--- src/sv/cms_mul64.sv ---
// ----------------------------------------------------------------------------
// cms_mul64: low 64 bits of a 64x64 product
// One 32x32 multiplier used over three partial products in turn; done and
// the product are registered.
// ----------------------------------------------------------------------------
`default_nettype none

module cms_mul64 (
  input  wire logic        clk,
  input  wire logic        rst,
  input  wire logic        start,
  input  wire logic [63:0] a,
  input  wire logic [63:0] b,
  output logic             done,
  output logic [63:0]      p
);

  logic [63:0] a_q;
  logic [63:0] b_q;
  logic [1:0]  step;
  logic        run;
  logic [31:0] op_a;
  logic [31:0] op_b;
  logic [63:0] prod;

  // operand select per step: lo*lo, lo*hi, hi*lo
  always_comb begin
    case (step)
      2'd1:    begin op_a = a_q[31:0];  op_b = b_q[63:32]; end
      2'd2:    begin op_a = a_q[63:32]; op_b = b_q[31:0];  end
      default: begin op_a = a_q[31:0];  op_b = b_q[31:0];  end
    endcase
  end

  always_ff @(posedge clk) begin
    if (rst) begin
      run  <= 1'b0;
      step <= 2'd0;
      done <= 1'b0;
    end else begin
      done <= 1'b0;
      if (start) begin
        run  <= 1'b1;
        step <= 2'd0;
      end else if (run) begin
        step <= step + 2'd1;
        if (step == 2'd3) begin
          run  <= 1'b0;
          done <= 1'b1;
        end
      end
    end
  end

  // product register and accumulator
  always_ff @(posedge clk) begin
    if (start) begin
      a_q <= a;
      b_q <= b;
    end
    prod <= 64'(op_a) * 64'(op_b);
    if (run) begin
      case (step)
        2'd1:    p <= prod;
        2'd2:    p <= p + {prod[31:0], 32'd0};
        2'd3:    p <= p + {prod[31:0], 32'd0};
        default: p <= p;
      endcase
    end
  end

endmodule

`default_nettype wire

--- config.mk ---
export PLATFORM = sky130hd
export DESIGN_NAME = cms_mul64
export DESIGN_NICKNAME = d
export VERILOG_FILES = /design/src/sv/cms_mul64.sv
export SDC_FILE = /design/constraint.sdc
export NUM_CORES = 2
export LEC_CHECK = 0
export ABC_AREA = 1
export BUFFER_PORTS_ARGS = -buffer_cell sky130_fd_sc_hd__buf_2
export CORE_MARGIN = 2
export CORE_UTILIZATION = 55
export DETAILED_ROUTE_END_ITERATION = 12
export GPL_ROUTABILITY_DRIVEN = 0
export PLACE_DENSITY = 0.72
export SLEW_MARGIN = 20
export SYNTH_ARGS = -nofsm -noshare
export SYNTH_HDL_FRONTEND = slang
export SYNTH_SLANG_ARGS = --single-unit
--- constraint.sdc ---
create_clock -name clk -period 8.45 [get_ports clk]
set_clock_uncertainty 0.05 [all_clocks]
set_input_delay 1.69 -clock clk [delete_from_list [all_inputs] [get_ports clk]]
set_output_delay 1.69 -clock clk [all_outputs]
set_load 0.01 [all_outputs]
==> reports/metrics.cfg <==
[detailed_routing]
drc = 0
vias_per_cell = 5.40
first_iter_violations = 3404
dr_wl_met3_um = 16100
vias = 36800
wl_met1_um = 50100
final_antenna_net_count = 0
top_layer_used = met5
route.met2.wl_um = 63100
wl_um = 141000
first_pass_iters = 7
drt-wirelength-per-cell_um = 20.7

[outcome]
status = completed

[floorplanning]
dieWidth_um = 291
coreArea_um2 = 82000
die_area_um2 = 84900
placementRows = 105
ios = 196
start_util_pct = 55.4
dieHeight_um = 291

[synthesis]
synth_edf_count = 192
synth_top_area_share_pct = 39.5
synth_area_um2 = 45400
avgSynthCellArea_um2 = 8.22
seq_area_frac_synth_pct = 15.7
yosysWarnings = 0
synth_area_leaders = fa_1 40%, edfxtp_1 13%, inv_1 11%
synthFlopType = edfxtp_1
yosysUniqueCellTypes = 39
synth-seq-cells = 260
syn_nets = 6853
synthArstFlopShare_pct = 0
synth_area_leader_cell = fa_1
netlist_instances = 5526

[timing]
period_minus_slack_ns = 8.14
tightest_slew_ns = 0.956
finalSetupViolCount = 0
rsz0062_at_grt = false
max_freq_mhz = 123
finalSetupTns_ns = 0
setup_ws_ns = 0.312
slew_headroom_pct = 36.3
slew_viol_final = 0
fin_crit_sh_pct = 96.3
hold_violations = 0

[layout]
areaGrowthSynthToFinish_pct = 8.07
fillerInstances = 7305
multiInputGateArea_um2 = 32100
final_layout_size_suffix_gt1_share_pct = 9.48
nNetsFinal = 7045
seq_area_um2 = 7130

[placement]
port_buffers = 195
pre_cts_ws_ns = 0.307
dp_hpwl_um = 115000

[worst_setup_path]
reg2reg_setup_slack_ns = 0.31
reg2reg_depth = 28
r2r_end = prod[53]
crit_fanout = 25
setup.worst_path.start_class = register
critical_path_class = register to register
cp_common_cell = fa_1
cp.required_ns = 8.86
endpoint_kind = register
critPathMaxStageDelay_ns = 0.56
cp_data_arrival_time_ns = 8.55
cp_slowest_cell = fa_1
timing.rr.start = step[0]

[global_routing]
grt_util_all_layers_pct = 33.9
grt_antenna_before_repair = 5
grt_max_degree = 68
grt_pass1_vias = 38200
overflow = 0
grt_pass1_wl_um = 216000

[min_path]
min_from = prod[58]
hold_depth = 2
hold_class = register to register
hold_end = p[58]

[clocking]
root_buffer = clkbuf_16
cts_buffers = 29
clock_path_buffers = 3
clkSinkCount = 260
h-tree-depth = 1
clk_pin_slew_ns = 0.07
insertion_delay_ns = 0.59
ctsHoldBuffers = 0
cts_tree = done

[flow_run]
max-cap-violations = 0

[cell usage after synthesis, types with 6 or more instances]
| master | n |
|---|---|
| nor2_1 | 716 |
| o21ai_1 | 24 |
| xor2_1 | 32 |
| nand4_1 | 13 |
| xnor2_1 | 17 |
| nor2_2 | 20 |
| nand2_1 | 1343 |
| nor3_1 | 16 |
| inv_2 | 58 |
| o21bai_1 | 11 |
| dfxtp_1 | 68 |
| edfxtp_1 | 192 |
| nor3_2 | 8 |
| nand3_1 | 91 |
| inv_1 | 1383 |
| ha_1 | 299 |
| a21oi_1 | 69 |
| buf_2 | 130 |
| buf_4 | 10 |
| o21ai_0 | 20 |
| o21ai_2 | 29 |
| clkbuf_1 | 21 |
| fa_1 | 897 |
| buf_1 | 6 |
| nand2_2 | 7 |
| o21ai_4 | 11 |
| nand3b_1 | 7 |
[logic make-up (layout without fill, tap and decap cells)]
family,after synthesis,in the layout,share of synthesized area (%)
buf+inv,1616,1831,13.9
other cells,0,2,0
compound gates,169,169,2.47
fa+ha+maj,1196,1196,47.7
simple gates,2236,2236,19.3
xor+xnor,49,49,0.944
flops,260,260,15.7
[state kept, by name, summed over array words and instances, names as in the netlist]
signal / cells
step: 2
done: 1
b_q: 64
run: 1
p: 64
a_q: 64
prod: 64
[cells in the final DEF, fill, tap and decap left out, types with 6 or more instances in the layout]
| cell type | synthesis | layout |
|---|---|---|
| inv_1 | 1383 | 1380 |
| nand2_1 | 1343 | 1343 |
| fa_1 | 897 | 897 |
| nor2_1 | 716 | 715 |
| ha_1 | 299 | 297 |
| buf_2 | 130 | 194 |
| edfxtp_1 | 192 | 192 |
| buf_4 | 10 | 133 |
| nand3_1 | 91 | 91 |
| a21oi_1 | 69 | 69 |
| dfxtp_1 | 68 | 68 |
| inv_2 | 58 | 58 |
| o21ai_2 | 29 | 39 |
| xor2_1 | 32 | 32 |
| clkbuf_16 | 0 | 30 |
| nor2_2 | 20 | 20 |
| o21ai_1 | 24 | 19 |
| xnor2_1 | 17 | 17 |
| nor3_1 | 16 | 16 |
| o21ai_0 | 20 | 14 |
| nand4_1 | 13 | 13 |
| o21ai_4 | 11 | 12 |
| o21bai_1 | 11 | 11 |
| nor3_2 | 8 | 8 |
| nand2_2 | 7 | 7 |
| nand3b_1 | 7 | 7 |
| nor2_4 | 5 | 6 |
[what timing repair did]
item | 4_1_cts | 5_1_grt
setup buffers | 0 | 4
gates resized for setup | 0 | 5
endpoints found under the setup margin | 0 | 8
[metrics by stage]
stage | utilization, % | std cells | instance area (um2) | hold slack (ns)
2_1_floorplan | - | 5526 | 45400 | 0.417
3_3_place_gp | 58.5 | 6752 | 48000 | 0.433
3_5_place_dp | 58.6 | 6753 | 48000 | 0.442
4_1_cts | 59.8 | 6807 | 49000 | 0.452
5_1_grt | 59.9 | 6811 | 49100 | 0.484
6_report | 59.9 | 6813 | 49100 | 0.449
[cell type report]
class	count	share of cell area, %
diodes	2	0.0102
clock buffers	35	1.61
clock inverters	19	0.489
inverters	1445	11.1
multi-input cells	3650	65.4
flip-flops and latches	260	14.5
well taps	1070	2.73
repair buffers	332	4.21
[per-layer routing]
layer,vias up,track usage [%]
li1,16300,-
met1,17800,42.2
met2,2156,53.4
met3,584,8.06
met4,8,21.9
met5,-,0
[critical path: cells and delay by family (launching register included)]
kind                     cells  cell delay, ns
adder cells (fa/ha/maj)     10            4.69
AND/OR/NAND/NOR              9            1.41
buffers and inverters        8            0.96
flip-flops                   1            0.44
AO/OA/AOI/OAI                1            0.43
[worst max path at each step]
stage | from | to | slack (ns) | cells past startpoint
after floorplan | step[0] | prod[53] | 1.45 | 31
after global placement | step[0] | prod[53] | 0.43 | 28
after detailed placement | step[0] | prod[53] | 0.31 | 29
after CTS | step[0] | prod[53] | 0.29 | 29
after global routing | step[1] | prod[53] | 0.03 | 28
final | step[0] | prod[53] | 0.31 | 28
Power is not shown: default switching activity piles up to over one toggle a cycle in this logic, so the estimate is an artifact.
