### config.mk
export PLATFORM = sky130hd
export DESIGN_NAME = cms_fin64
export DESIGN_NICKNAME = d
export VERILOG_FILES = /design/src/sv/cms_pkg.sv /design/src/sv/cms_mul64.sv /design/src/sv/cms_fin64.sv
export SDC_FILE = /design/constraint.sdc
export NUM_CORES = 2
export LEC_CHECK = 0
export BUFFER_PORTS_ARGS = -buffer_cell sky130_fd_sc_hd__buf_2
export CORE_MARGIN = 10
export CORE_UTILIZATION = 45
export CTS_BUF_LIST = sky130_fd_sc_hd__clkbuf_4 sky130_fd_sc_hd__clkbuf_8
export CTS_CLUSTER_DIAMETER = 30
export DETAILED_ROUTE_END_ITERATION = 8
export PLACE_DENSITY = 0.69
export RECOVER_POWER = 25
export SYNTH_ARGS = -nofsm -noshare
export SYNTH_HDL_FRONTEND = slang
export SYNTH_SLANG_ARGS = --single-unit
### constraint.sdc
create_clock -name clk -period 12.6 [get_ports clk]
set_clock_uncertainty 0.1 [all_clocks]
set_input_delay 1.26 -clock clk [delete_from_list [all_inputs] [get_ports clk]]
set_output_delay 1.26 -clock clk [all_outputs]
set_load 0.01 [all_outputs]
### src/sv/cms_pkg.sv
// ----------------------------------------------------------------------------
// cms_pkg: shared types and constants for the pair-keyed count-min sketch
// Hash constants, per-row seed function and the item token that moves
// along the row cells.
// ----------------------------------------------------------------------------
`default_nettype none

package cms_pkg;

  localparam logic [63:0] MIX_C1 = 64'hff51afd7ed558ccd;
  localparam logic [63:0] MIX_C2 = 64'hc4ceb9fe1a85ec53;
  localparam logic [63:0] GOLDEN = 64'h9E3779B97F4A7C15;
  localparam int          MIX_SHIFT = 33;

  localparam logic OP_UPDATE = 1'b0;
  localparam logic OP_QUERY  = 1'b1;

  // Width of the clamped size values
  localparam int SIZE_W = 5;

  typedef logic signed [47:0] count_t;

  // Item token handed from cell to cell
  typedef struct packed {
    logic               op;
    logic [63:0]        base;
    logic signed [31:0] weight;
    count_t             est;
  } token_t;

  // Murmur finalizer, used only on constants at elaboration
  function automatic logic [63:0] fin64_const(input logic [63:0] x);
    logic [63:0] v;
    v = x;
    v = v ^ (v >> MIX_SHIFT);
    v = v * MIX_C1;
    v = v ^ (v >> MIX_SHIFT);
    v = v * MIX_C2;
    v = v ^ (v >> MIX_SHIFT);
    return v;
  endfunction

  // Hardwired seed of a row
  function automatic logic [63:0] row_seed(input int row);
    logic [63:0] g;
    g = GOLDEN * 64'(row + 1);
    return fin64_const(g);
  endfunction

endpackage

`default_nettype wire

### src/sv/cms_mul64.sv
// ----------------------------------------------------------------------------
// cms_mul64: low 64 bits of a 64x64 product
// One 32x32 multiplier used over three partial products in turn; done and
// the product are registered.
// ----------------------------------------------------------------------------
`default_nettype none

module cms_mul64 (
  input  wire logic        clk,
  input  wire logic        rst,
  input  wire logic        start,
  input  wire logic [63:0] a,
  input  wire logic [63:0] b,
  output logic             done,
  output logic [63:0]      p
);

  logic [63:0] a_q;
  logic [63:0] b_q;
  logic [1:0]  step;
  logic        run;
  logic [31:0] op_a;
  logic [31:0] op_b;
  logic [63:0] prod;

  // operand select per step: lo*lo, lo*hi, hi*lo
  always_comb begin
    case (step)
      2'd1:    begin op_a = a_q[31:0];  op_b = b_q[63:32]; end
      2'd2:    begin op_a = a_q[63:32]; op_b = b_q[31:0];  end
      default: begin op_a = a_q[31:0];  op_b = b_q[31:0];  end
    endcase
  end

  always_ff @(posedge clk) begin
    if (rst) begin
      run  <= 1'b0;
      step <= 2'd0;
      done <= 1'b0;
    end else begin
      done <= 1'b0;
      if (start) begin
        run  <= 1'b1;
        step <= 2'd0;
      end else if (run) begin
        step <= step + 2'd1;
        if (step == 2'd3) begin
          run  <= 1'b0;
          done <= 1'b1;
        end
      end
    end
  end

  // product register and accumulator
  always_ff @(posedge clk) begin
    if (start) begin
      a_q <= a;
      b_q <= b;
    end
    prod <= 64'(op_a) * 64'(op_b);
    if (run) begin
      case (step)
        2'd1:    p <= prod;
        2'd2:    p <= p + {prod[31:0], 32'd0};
        2'd3:    p <= p + {prod[31:0], 32'd0};
        default: p <= p;
      endcase
    end
  end

endmodule

`default_nettype wire

### src/sv/cms_fin64.sv
// ----------------------------------------------------------------------------
// cms_fin64: 64-bit murmur finalizer
// Two sequential constant multiplies on the shared partial-product unit;
// done and the result are registered.
// ----------------------------------------------------------------------------
`default_nettype none

module cms_fin64 (
  input  wire logic        clk,
  input  wire logic        rst,
  input  wire logic        start,
  input  wire logic [63:0] v,
  output logic             done,
  output logic [63:0]      h
);

  localparam logic [1:0] ST_IDLE = 2'd0;
  localparam logic [1:0] ST_M1   = 2'd1;
  localparam logic [1:0] ST_M2   = 2'd2;

  logic [1:0]  state;
  logic        mul_start;
  logic [63:0] mul_a;
  logic [63:0] mul_b;
  logic        mul_done;
  logic [63:0] mul_p;
  logic [63:0] mixed;

  assign mixed = mul_p ^ (mul_p >> cms_pkg::MIX_SHIFT);

  always_comb begin
    mul_start = start || (state == ST_M1 && mul_done);
    if (state == ST_M1) begin
      mul_a = mixed;
      mul_b = cms_pkg::MIX_C2;
    end else begin
      mul_a = v ^ (v >> cms_pkg::MIX_SHIFT);
      mul_b = cms_pkg::MIX_C1;
    end
  end

  cms_mul64 u_mul (
    .clk   (clk),
    .rst   (rst),
    .start (mul_start),
    .a     (mul_a),
    .b     (mul_b),
    .done  (mul_done),
    .p     (mul_p)
  );

  always_ff @(posedge clk) begin
    if (rst) begin
      state <= ST_IDLE;
      done  <= 1'b0;
    end else begin
      done <= 1'b0;
      unique case (state)
        ST_IDLE: if (start) state <= ST_M1;
        ST_M1:   if (mul_done) state <= ST_M2;
        ST_M2: begin
          if (mul_done) begin
            done  <= 1'b1;
            state <= ST_IDLE;
          end
        end
        default: state <= ST_IDLE;
      endcase
    end
  end

  always_ff @(posedge clk) begin
    if (state == ST_M2 && mul_done) begin
      h <= mixed;
    end
  end

endmodule

`default_nettype wire

==> impl_results.md <==
* RR Endpoint: u_mul.prod[60]
* Root Driver: clkbuf_8
* All-layer global routing usage at 25.8%
* DRC Markers at 0
* Post CTS Setup Buffer Count at 0
* Ports at 132
* Net count reported at finish at 5,680
* CTS Buffer Depth at 3
* Setup CP Type: reg -> reg
* Slew Viols, Final at 114
* Setup crit start kind: register
* Cell count after synthesis at 4,415
* Cts repair resizes at 0
* WHS Path Cells at 1
* First-pass GRT wire length at 207,000 um
* Hold path start: state[1]
* CP Capture Type: register
* Post-detail-place hpwl at 116,000 um
* Clock sink count at 265
* Slew margin rel. at -75.0%
* Sequential area share after synthesis at 17.2%
* Async SR Flop Fraction at 0%
* Synthesis-to-finish area growth at 6.45%
* Hold Crit Class: reg -> reg
* Post-synth top area cell: fa_1
* R2R setup slack at 2.02 ns
* CTS Buf Count at 34
* Grt ovf at 0
* Initial antenna violation count at 4
* Crit path DAT at 10.89 ns
* Vias at 32.2k
* Failing checks: capacitance limit, slew limit
* Row cnt at 112
* Worst-path clk slew at 0.08 ns
* Share of layout cells above drive strength 1 at 6.54%
* Die Wd at 326 um
* Critical path's slowest cell: clkinv_1
* Post-route ant nets at 0
* Largest cells by area after synthesis: fa_1 36%, edfxtp_1 14%, ha_1 12%
* Via/cell ratio at 5.60
* Hold Path Sink: state[0]
* Reg-to-Reg Start: u_mul.step[0]
* Syn nets at 5,628
* Slew @ Worst Pin at 2.63 ns
* CP bufs+invs at 5
* Syn_area_per_cell at 9.52 um2
* CP Max Fanout at 26
* Netlist Area Pre-Place at 0.0420 mm2
* H-tree Lvls at 2
* Setup Total Neg Slack at 0 ns
* Die Ht at 326 um
* Starting density of the core at 45.2%
* R2r worst-path depth at 29
* YS warnings at 0
* Run status: finished with violations
* CTS tree: built
* Top FF cell, synth: edfxtp_1
* Synthesis-stage register bit count at 265
* Final Cycle Share at 83.9%
* Clk_lat worst skew at 0.54 ns
* RSZ-0062 raised after global routing: no
* Die area at 0.106 mm2
* DRT iter0 DRCs at 3,691
* Top-area cell type share of the netlist area at 36.1%
* Count of final hold-check violations at 0
* Most frequent CP cell: fa_1
* CP peak stage delay at 0.74 ns
* Final setup violation count at 0
* Cts hold-fix bufs at 0
* DR pass1 iterations at 6
* Vias in the first global route at 32.6k
* Synth unique cells at 78
* Routed length per instance at 24.2 um
* Largest net degree at the start of global routing at 108
* Commonest non-fill, non-tap cell in the layout: inv_1
* Final wirelength at 139,000 um
* Max Cap Violations at 3
* Most frequent cells in the layout: 942 x inv_1, 758 x fa_1, 437 x nand2_1, 387 x ha_1, 277 x nor2_1
* Post-synth EDFFs at 194
* Post-layout minimum cycle time at 10.58 ns
* GP Congestion at 1.04
* Fmax achieved at 94.6 MHz
* Critical path required time at 12.92 ns
* Top Family by Delay on Critical Path: adder cells
* PortBufs at 131
* Core box area at 0.0930 mm2
-- synthesized netlist by cell type (5+ instances only) --
| master | instances |
|---|---|
| inv_1 | 944 |
| fa_1 | 758 |
| nand2_1 | 437 |
| ha_1 | 388 |
| nor2_1 | 279 |
| o21ai_0 | 200 |
| a21oi_1 | 197 |
| edfxtp_1 | 194 |
| xnor2_1 | 142 |
| clkbuf_1 | 129 |
| a21o_1 | 84 |
| xor2_1 | 72 |
| dfxtp_1 | 71 |
| nand3_1 | 50 |
| and2_1 | 49 |
| o22ai_1 | 46 |
| nor3_1 | 38 |
| o21bai_1 | 32 |
| and3_1 | 24 |
| buf_1 | 24 |
| mux2_2 | 20 |
| mux2i_1 | 17 |
| nor2b_1 | 17 |
| o21a_1 | 17 |
| a22oi_1 | 12 |
| nand4_1 | 12 |
| or2_2 | 12 |
| o21ai_1 | 11 |
| nand2b_1 | 10 |
| a211oi_1 | 9 |
| a31oi_1 | 9 |
| a221oi_1 | 8 |
| a21boi_0 | 6 |
| clkinv_1 | 6 |
| a221o_1 | 5 |
| o31ai_1 | 5 |
-- layout make-up --
class	count	area, um2
multi-input combinational	3040	30700
fill	8856	48300
clock buffer	50	644
sequential	265	7250
tap	1254	1570
timing repair buffer	172	960
inverter	954	3580
clock inverter	11	58.8
antenna	1	2.50
-- routing by layer --
layer | track usage [%] | share of wire, % | vias to the layer above
met1 | 35.4 | 41 | 16002
met3 | 4.59 | 9.2 | 340
met5 | 0 | 0.0094 | -
met4 | 13.5 | 6.5 | 2
met2 | 38.7 | 44 | 1784
li1 | - | - | 14039
-- worst max path at each step --
stage	depth (start not counted)	to	from	slack, ns
floorplan	34	u_mul.prod[61]	u_mul.step[0]	3.51
global placement	29	u_mul.prod[60]	u_mul.step[0]	2.67
detailed placement	29	u_mul.prod[60]	u_mul.step[0]	2.67
CTS	29	u_mul.prod[60]	u_mul.step[0]	2.58
global route	29	u_mul.prod[60]	u_mul.step[0]	1.81
finish	29	u_mul.prod[60]	u_mul.step[0]	2.02
-- logic make-up after synthesis --
family / after synthesis / synth area share [%]
buffers and inverters: 1110 / 9.92
and+or+nand+nor: 940 / 9.50
xor gates and xnor gates: 214 / 4.46
muxes: 37 / 0.940
AOI/OAI and AO/OA: 702 / 10.3
DFF: 265 / 17.2
adders and majority gates: 1147 / 47.7
-- through the flow --
step / cells / area, um2 / worst slack (ns) / utilization [%] / hold WS (ns)
2_1_floorplan: 4415 / 42000 / 3.51 / - / 0.326
3_3_place_gp: 5685 / 44100 / 2.67 / 47.4 / 0.356
3_5_place_dp: 5685 / 44100 / 2.67 / 47.4 / 0.357
4_1_cts: 5746 / 44800 / 2.58 / 48.1 / 0.365
5_1_grt: 5746 / 44800 / 1.81 / 48.1 / 0.408
6_report: 5747 / 44800 / 2.02 / 48.1 / 0.370
-- sequential cells by signal, indices dropped and copies added (netlist names) --
name / count
h: 64
u_mul.a_q: 64
u_mul.p: 64
u_mul.prod: 64
state: 2
u_mul.b_q: 2
u_mul.step: 2
done: 1
u_mul.done: 1
u_mul.run: 1
-- worst reg2reg max path, delay by kind of cell (launching register included) --
| family | cells | cell delay [ns] |
|---|---|---|
| buffers and inverters | 5 | 1.33 |
| muxes | 1 | 0.38 |
| adders and majority gates | 10 | 5.01 |
| and+or+nand+nor | 4 | 1.08 |
| DFF | 1 | 0.39 |
| AOI/OAI and AO/OA | 8 | 2.02 |
| xor gates and xnor gates | 1 | 0.14 |
Power is left out: the tool's default activity adds up to more than one toggle a clock period on the data nets, which glitch-free logic cannot reach.
